### src/rtl/ctp_front.sv
module ctp_front #(
    parameter int W = 32
) (
    input  logic                i_clk,
    input  logic                i_rst_n,
    input  logic                i_start,
    output logic                o_busy,
    input  logic signed [W-1:0] i_point_x,
    input  logic signed [W-1:0] i_point_y,
    input  logic signed [W-1:0] i_center_x,
    input  logic signed [W-1:0] i_center_y,
    input  logic [W-2:0]        i_radius,
    output logic                o_vld,
    output logic                o_nx,
    output logic                o_ny,
    output logic [W:0]          o_adx,
    output logic [W:0]          o_ady,
    output logic [W-2:0]        o_radius,
    output logic [W-1:0]        o_center_x,
    output logic [W-1:0]        o_center_y
);

    localparam int QDEPTH = 2;
    localparam int PTRW   = $clog2(QDEPTH);
    localparam int CNTW   = $clog2(QDEPTH + 1);

    typedef struct packed {
        logic         nx;
        logic         ny;
        logic [W:0]   adx;
        logic [W:0]   ady;
        logic [W-2:0] radius;
        logic [W-1:0] cx;
        logic [W-1:0] cy;
    } t_entry;

    logic signed [W:0] dx;
    logic signed [W:0] dy;
    t_entry            entry;
    logic              push;
    logic              pop;
    logic [CNTW-1:0]   n_cnt;

    t_entry          r_mem [QDEPTH];
    t_entry          r_head;
    logic            r_ovld;
    logic [PTRW-1:0] r_wp;
    logic [PTRW-1:0] r_rp;
    logic [CNTW-1:0] r_cnt;

    // Classify the item: offset from the center split into sign and magnitude.
    assign dx = $signed({i_point_x[W-1], i_point_x}) - $signed({i_center_x[W-1], i_center_x});
    assign dy = $signed({i_point_y[W-1], i_point_y}) - $signed({i_center_y[W-1], i_center_y});

    always_comb begin
        entry.nx     = dx[W];
        entry.ny     = dy[W];
        entry.adx    = dx[W] ? -dx : dx;
        entry.ady    = dy[W] ? -dy : dy;
        entry.radius = i_radius;
        entry.cx     = i_center_x;
        entry.cy     = i_center_y;
    end

    assign o_busy = (r_cnt == CNTW'(QDEPTH)) || !i_rst_n;
    assign push   = i_start && !o_busy;
    assign pop    = (r_cnt != '0);

    always_comb begin
        n_cnt = r_cnt;
        if (push && !pop) begin
            n_cnt = r_cnt + 1'b1;
        end else if (pop && !push) begin
            n_cnt = r_cnt - 1'b1;
        end
    end

    always_ff @(posedge i_clk) begin
        if (!i_rst_n) begin
            r_wp   <= '0;
            r_rp   <= '0;
            r_cnt  <= '0;
            r_ovld <= 1'b0;
        end else begin
            r_cnt  <= n_cnt;
            r_ovld <= pop;
            if (push) begin
                r_wp <= r_wp + 1'b1;
            end
            if (pop) begin
                r_rp <= r_rp + 1'b1;
            end
        end
    end

    always_ff @(posedge i_clk) begin
        if (push) begin
            r_mem[r_wp] <= entry;
        end
        if (pop) begin
            r_head <= r_mem[r_rp];
        end
    end

    assign o_vld      = r_ovld;
    assign o_nx       = r_head.nx;
    assign o_ny       = r_head.ny;
    assign o_adx      = r_head.adx;
    assign o_ady      = r_head.ady;
    assign o_radius   = r_head.radius;
    assign o_center_x = r_head.cx;
    assign o_center_y = r_head.cy;

    a_cnt_bound: assert property (@(posedge i_clk) disable iff (!i_rst_n)
        r_cnt <= CNTW'(QDEPTH))
        else $error("queue count above depth");

    a_pop_nonempty: assert property (@(posedge i_clk) disable iff (!i_rst_n)
        o_vld |-> $past(r_cnt) != '0)
        else $error("item handed to back end from an empty queue");

endmodule

### config.mk
export PLATFORM = sky130hd
export DESIGN_NAME = ctp_front
export DESIGN_NICKNAME = d
export VERILOG_FILES = /design/src/rtl/ctp_front.sv
export SDC_FILE = /design/constraint.sdc
export NUM_CORES = 1
export LEC_CHECK = 0
export BUFFER_PORTS_ARGS = -buffer_cell sky130_fd_sc_hd__clkbuf_2
export CAP_MARGIN = 10
export CORE_MARGIN = 3
export CORE_UTILIZATION = 55
export DETAILED_ROUTE_END_ITERATION = 8
export GPL_ROUTABILITY_DRIVEN = 0
export PLACE_DENSITY = 0.78
export SLEW_MARGIN = 30
export SYNTH_ARGS = -nofsm -noshare
export SYNTH_HDL_FRONTEND = slang
export SYNTH_SLANG_ARGS = --single-unit
### constraint.sdc
create_clock -name i_clk -period 9.5 [get_ports i_clk]
set_input_delay 0.95 -clock i_clk [delete_from_list [all_inputs] [get_ports i_clk]]
set_output_delay 0.95 -clock i_clk [all_outputs]
set_load 0.02 [all_outputs]
==> metrics, run 1 <==
worst hold path type=register to register; total CTS buffers=49; 1st-iter DRT viols=779; Max-slew headroom=37.3%; WP data required=9.80 ns; # DRC=0; startpoint types=input port; CP Class=input port to register; hold-fix buffers at CTS=0; Final Skew=0.0212 ns; mux cell area share after synthesis=8.41%; number of antenna violations at the first check in global routing=4; xor/xnor cell area share of the yosys netlist=4.04%; HPWL after DPL=33500 um; Yosys top cell by area=edfxtp_1; grt total ovfl=0; largest family of logic cells by synthesized area=multiplexers; CP arrival=4.76 ns; crit path to=r_mem[1][123]; worst r2r dst=o_center_x[31]; post-synth top area share=65.7%; Die ar.=43100 um2; core box area=39900 um2; Post-Synth Adder-Cell Area=3.93%; LEAKAGE=9.80 nW; Filler Cells Inserted=2851; Hold Crit Depth=2; via-per-instance ratio=5.66; row cnt=73; total detailed-routing wirelength=47700 um; max-cap violations=0; Least-Margin Pin Slew=0.940 ns; Design Power=6.79 mW; I/O pin count=327; Mapped Area=22300 um2; TritonCTS clock tree=yes; status=finished clean; final worst-path cycle share=47.0%; setup TNS=0 ns; crit-path max FO=7; GRT Overall Usage=22.0%; number of global-route vias before repair=14089; VDD IR max=0.182 mV; Final Core Density=65.2%; initial core utilization=56.0%; Yosys reg bits=494; RSZ-0062 raised after global routing=no; wire per inst=19.5 um; Final #Nets=2107; fmax=224 MHz; Seq/Total Area, Yosys=66.2%; R2R depth=3; Yosys Warn Count=0; worst reg-to-reg setup slack=6.71 ns; r2r startpoint=r_rp; Vias=13819; Synth Flop Type=edfxtp_1; largest net degree at the start of global routing=87; most common cell in the netlist=edfxtp_1; Die Wd=208 um; root buffer selected by CTS=clkbuf_16; first-pass GRT wire length=75400 um; cts repair resizes=0; syn nets=1769; Yosys cell types=77; Pwr Density=261 nW/um2; IO buf count=326; Worst Setup SP=i_point_y[0]; Bufs on Longest Clock Path=3; layout cells sized above 1=31.3%; CP Capture Type=register; drt pass-1 iters=8; Post-Synth Simple-Gate Area=6.76%; antenna violation net count after detailed routing=0; # setup viols final=0; Synth Area in Compound Gates=8.22%; Mapped Cells=1538; commonest cells in the netlist=489 x edfxtp_1, 166 x mux2_2, 90 x inv_1; Area contributors post-synth=edfxtp_1 66%, mux2_2 8.4%, ha_1 3.8%; TritonCTS Sinks=494; CTS clock-pin slew for the worst setup and hold paths=0.06 ns; crit path time final=4.46 ns; Synth async-reset ratio=0%; clk_lat worst skew=0.58 ns; final hold violations=0; Syn Area/Cell=14.5 um2; Layout Area Growth over Synthesis=16.5%; htree depth=2; Post-synth EDFFs=489; # Post-CTS Setup Buffers=0; fin. max-slew vios=0; Die Span Y=208 um
## routing by layer
layer	vias to the layer above	GRT usage, %	routed length, um
met1	6691	26.8	18900
met4	4	8.05	1620
li1	6537	-	-
met3	101	4.61	2910
met2	486	38.7	24300
met5	-	0	31
## metrics by stage
| stage | hold slack (ns) | worst slack [ns] | std cells | area, um2 |
|---|---|---|---|---|
| detailed placement | 0.524 | 4.50 | 2350 | 24500 |
| global placement | 0.494 | 4.59 | 2350 | 24500 |
| global route | 0.527 | 4.75 | 2443 | 26000 |
| finish | 0.525 | 5.04 | 2443 | 26000 |
| floorplan | 0.477 | 0.942 | 1538 | 22300 |
| CTS | 0.517 | 5.12 | 2441 | 26000 |
## flip-flops by register name, summed over array words and instances, names as in the netlist
name	cells
r_mem	326
o_adx	33
o_ady	33
o_center_x	32
o_center_y	32
o_radius	31
r_cnt	2
o_nx	1
o_ny	1
o_vld	1
r_rp	1
r_wp	1
## final cells by class
cell class | instances | area [um2] | area share (%)
Clock buffer | 67 | 1340 | 5.13
Sequential cell | 494 | 14800 | 56.8
Antenna cell | 2 | 5.00 | 0.0192
Multi-Input combinational cell | 905 | 7020 | 27.0
Tap cell | 525 | 657 | 2.52
Timing Repair Buffer | 335 | 1710 | 6.59
Clock inverter | 24 | 156 | 0.601
Inverter | 91 | 347 | 1.33
## worst min-delay path by stage
stage	startpoint	end	slack, ns
3_5_place_dp	r_cnt[1]	r_cnt[1]	0.52
2_1_floorplan	r_cnt[1]	r_cnt[1]	0.48
6_report	r_cnt[1]	r_cnt[1]	0.53
5_1_grt	i_radius[26]	r_mem[1][90]	0.53
4_1_cts	i_radius[7]	r_mem[1][71]	0.52
3_3_place_gp	r_cnt[1]	r_cnt[1]	0.49
## critical path, stage by stage
cell and delay, ns:
clkbuf_2 0.07, inv_1 0.03, ha_1 0.24, fa_1 0.42, nand2b_1 0.18, a21oi_1 0.44, o211ai_1 0.22, nand2_1 0.15
xor2_1 0.12, or4b_1 0.56, nor4_1 0.54, and4_1 0.45, a41oi_1 0.18, xor2_1 0.19
## layout by cell type, fill, tap and decap left out, drive strengths merged, types with 4 or more instances in the layout
cell and n:
a211oi 9, a21boi 4, a21o 23, a21oi 78, a221oi 4, a31o 4
a31oi 10, a41oi 4, and2 16, and3 7, buf 9, clkbuf 393
clkinv 21, dfxtp 5, edfxtp 489, ha 67, inv 91, mux2 166
nand2 84, nand2b 12, nand3 22, nand4 19, nor2 52, nor2b 7
nor3 19, nor3b 5, nor4 8, o211ai 15, o21a 8, o21ai 59
o21bai 9, o31ai 15, o41ai 6, or2 9, or3 9, or4 11
xnor2 66, xor2 37
## report_power, final
group / leakage (nW) / internal, mW / switching [mW]
Combinational: 4.49 / 0.650 / 1.21
Clock: 0.725 / 1.01 / 0.781
Sequential: 4.59 / 3.01 / 0.122
## kinds of logic after synthesis
family	Yosys count
flops	494
simple gates	292
compound gates	274
mux	167
buf+inv	139
xor+xnor	103
fa+ha+maj	69
Note: power is estimated with default switching activity, not from simulation.
==> run 2: changes to the inputs <==
Settings changed: CORE_UTILIZATION 55 to 52.
Clock period 9.5 ns to 3.85 ns, I/O delays scaled along.
==> run 2 against run 1 <==
Against the previous run:
- flip-flop and latch count did not move
- count of clock-buffer cells in the layout down 5
- setup slack worse by 4.9 ns
- highest routed layer unchanged
- routed wire length rose by 8.0%
- sequential power is 150% higher
- total power rose to 2.6 times the previous value
==> metrics, run 2 (same netlist as run 1, synthesis figures left out) <==
status=finished clean; Die ar.=45500 um2 (+5.6%); total detailed-routing wirelength=51500 um (+8.0%); # setup viols final=0 (unchanged); core box area=42200 um2 (+5.8%); crit path time final=3.76 ns; worst reg-to-reg setup slack=1.38 ns (-5.33 ns); crit-path most repeated cell=buf_4; number of antenna violations at the first check in global routing=5 (+1); initial core utilization=52.9% (-3.1 points); worst r2r dst=o_center_x[1]; Die Wd=213 um (+2.8%); HPWL after DPL=35100 um (+4.7%); Max-slew headroom=42.0% (+4.6 points); Worst Setup SP=i_center_y[4]; drt pass-1 iters=7 (-1); crit-path max FO=7 (unchanged); LEAKAGE=10.8 nW (+10%); slowest cell on the critical path=or4_4; WP data required=4.16 ns (-5.64 ns); most common cell after layout, fill and taps aside=edfxtp_1; Layout Area Growth over Synthesis=25.9%; CP arrival=4.07 ns (-0.69 ns); grt total ovfl=0 (unchanged); IO buf count=326 (unchanged); fmax=266 MHz; Final #Nets=2284 (+8.4%); CTS clock-pin slew for the worst setup and hold paths=0.07 ns (about the same); CP Buf/Inv Count=6 (+4); htree depth=2 (unchanged); Final Skew=0.0155 ns (-0.00564 ns); most frequent cells in the layout=489 x edfxtp_1, 323 x clkbuf_2, 166 x mux2_2, 103 x buf_4, 85 x inv_1; Vias=14603 (+5.7%); TritonCTS Sinks=494 (unchanged); Fin Hold WS=0.0292 ns (-0.496 ns); TritonCTS clock tree=yes; root buffer selected by CTS=clkbuf_16; first-pass GRT wire length=79200 um (+5.1%); crit path to=r_mem[0][123]; row cnt=75 (+2.7%); Multi-input gate area=7290 um2 (+3.9%); via-per-instance ratio=5.54 (-2.1%); Pwr Density=630 nW/um2 (+140%); max-cap violations=0 (unchanged); max incr delay on CP=0.57 ns (about the same); max reg flops=326 (unchanged); largest net degree at the start of global routing=72 (-17%); Final Core Density=66.6% (+1.4 points); GRT Overall Usage=22.1% (+0.19 points); CP Capture Type=register; Crit path depth=16 (+2); fin. max-slew vios=0 (unchanged); Least-Margin Pin Slew=0.871 ns (-0.0697 ns); CP Class=input port to register; Register Area=14800 um2 (unchanged); VDD IR max=0.447 mV (+150%); # DRC=0 (unchanged); layout cells sized above 1=35.3% (+4.0 points); Bufs on Longest Clock Path=3 (unchanged); startpoint types=input port; Top reg by flops=r_mem; number of global-route vias before repair=15001 (+6.5%); wire per inst=19.5 um (about the same); R2R depth=4 (+1); total CTS buffers=50 (+2.0%); worst hold path type=input port to register; Design Area, Final=28100 um2 (+8.0%); Top delay family on crit path=buffers and inverters; 1st-iter DRT viols=968 (+24%); antenna violation net count after detailed routing=0 (unchanged); I/O pin count=327 (unchanged); Area after DPL=25300 um2 (+3.3%); worst-path cell chain=dlygate4sd3_1, clkbuf_2, inv_1, ha_4, o2111a_1, buf_4, o21ai_1, o31a_1, buf_4, o31ai_2, xor2_1, or4_4, nor2_1, buf_4, a41oi_1, xor2_1; clk_lat worst skew=0.58 ns (about the same); r2r startpoint=r_cnt[0]; final worst-path cycle share=97.8%; final hold violations=0 (unchanged); Filler Cells Inserted=2945 (+3.3%); Die Span Y=213 um (+2.8%)
-- run 2: cell count changes in the layout (fill, tap and decap cells not counted), moves of 6 or more --
cell           change
ha_4               +7
ha_1               -7
buf_4             +98
bufinv_16          +6
clkbuf_1           -6
dlygate4sd3_1     +77
buf_12             +6
-- run 2: routing by layer --
metal,vias to the layer above,global-route usage [%],wire [um]
met2,488,40.0,27000
met3,109,5.36,3120
met5,-,0,18
li1,6899,-,-
met1,7105,25.9,19700
met4,2,7.70,1730
-- run 2: how the worst min path moves through the flow --
| stage | end | slack (ns) | startpoint | cells past startpoint |
|---|---|---|---|---|
| 2_1_floorplan | r_cnt[1] | 0.48 | r_cnt[1] | 2 |
| 3_3_place_gp | r_cnt[1] | 0.49 | r_cnt[1] | 2 |
| 3_5_place_dp | o_radius[28] | 0.53 | r_mem[1][92] | 1 |
| 4_1_cts | r_mem[0][55] | 0.003 | i_center_x[23] | 1 |
| 5_1_grt | r_mem[0][53] | 0.003 | i_center_x[21] | 1 |
| 6_report | r_mem[1][56] | 0.03 | i_center_x[24] | 1 |
-- run 2: area by class of cell --
| cell class | instances | share of cell area, % |
|---|---|---|
| Inverter | 91 | 1.23 |
| Clock inverter | 31 | 1.18 |
| Timing Repair Buffer | 511 | 11.8 |
| Clock buffer | 62 | 4.84 |
| Multi-Input combinational cell | 905 | 25.9 |
| Antenna cell | 5 | 0.0445 |
| Tap cell | 539 | 2.40 |
| Sequential cell | 494 | 52.6 |
-- run 2: report_power, final --
| group | internal (mW) | switching (mW) | total [mW] |
|---|---|---|---|
| combinational | 1.87 | 3.06 | 4.93 |
| sequential | 7.42 | 0.394 | 7.82 |
| clock | 2.97 | 2.00 | 4.97 |
| total | 12.3 | 5.46 | 17.7 |
-- run 2: stage by stage --
step | power [mW] | setup slack (ns) | cells | setup TNS [ns]
CTS | 17.8 | 0.0146 | 2634 | 0
finish | 17.7 | 0.0863 | 2638 | 0
global placement | 12.6 | -0.0825 | 2462 | -0.810
global route | 18.5 | -0.0162 | 2637 | -0.0649
detailed placement | 12.7 | -0.212 | 2462 | -4.56
floorplan | 11.0 | 0.0794 | 1538 | 0
-- run 2: timing repair --
action,4_1_cts,5_1_grt
gates resized for setup,0,54
buffers inserted,0,2
endpoints found under the hold margin,157,0
setup endpoints to repair,0,64
hold buffers,79,0
-- run 2: worst reg2reg max path, stage by stage, from the launching register on --
cell	delay (ns)
dfxtp_1	0.42
nor2_1	0.15
clkinvlp_4	0.10
buf_4	0.55
buf_4	0.82
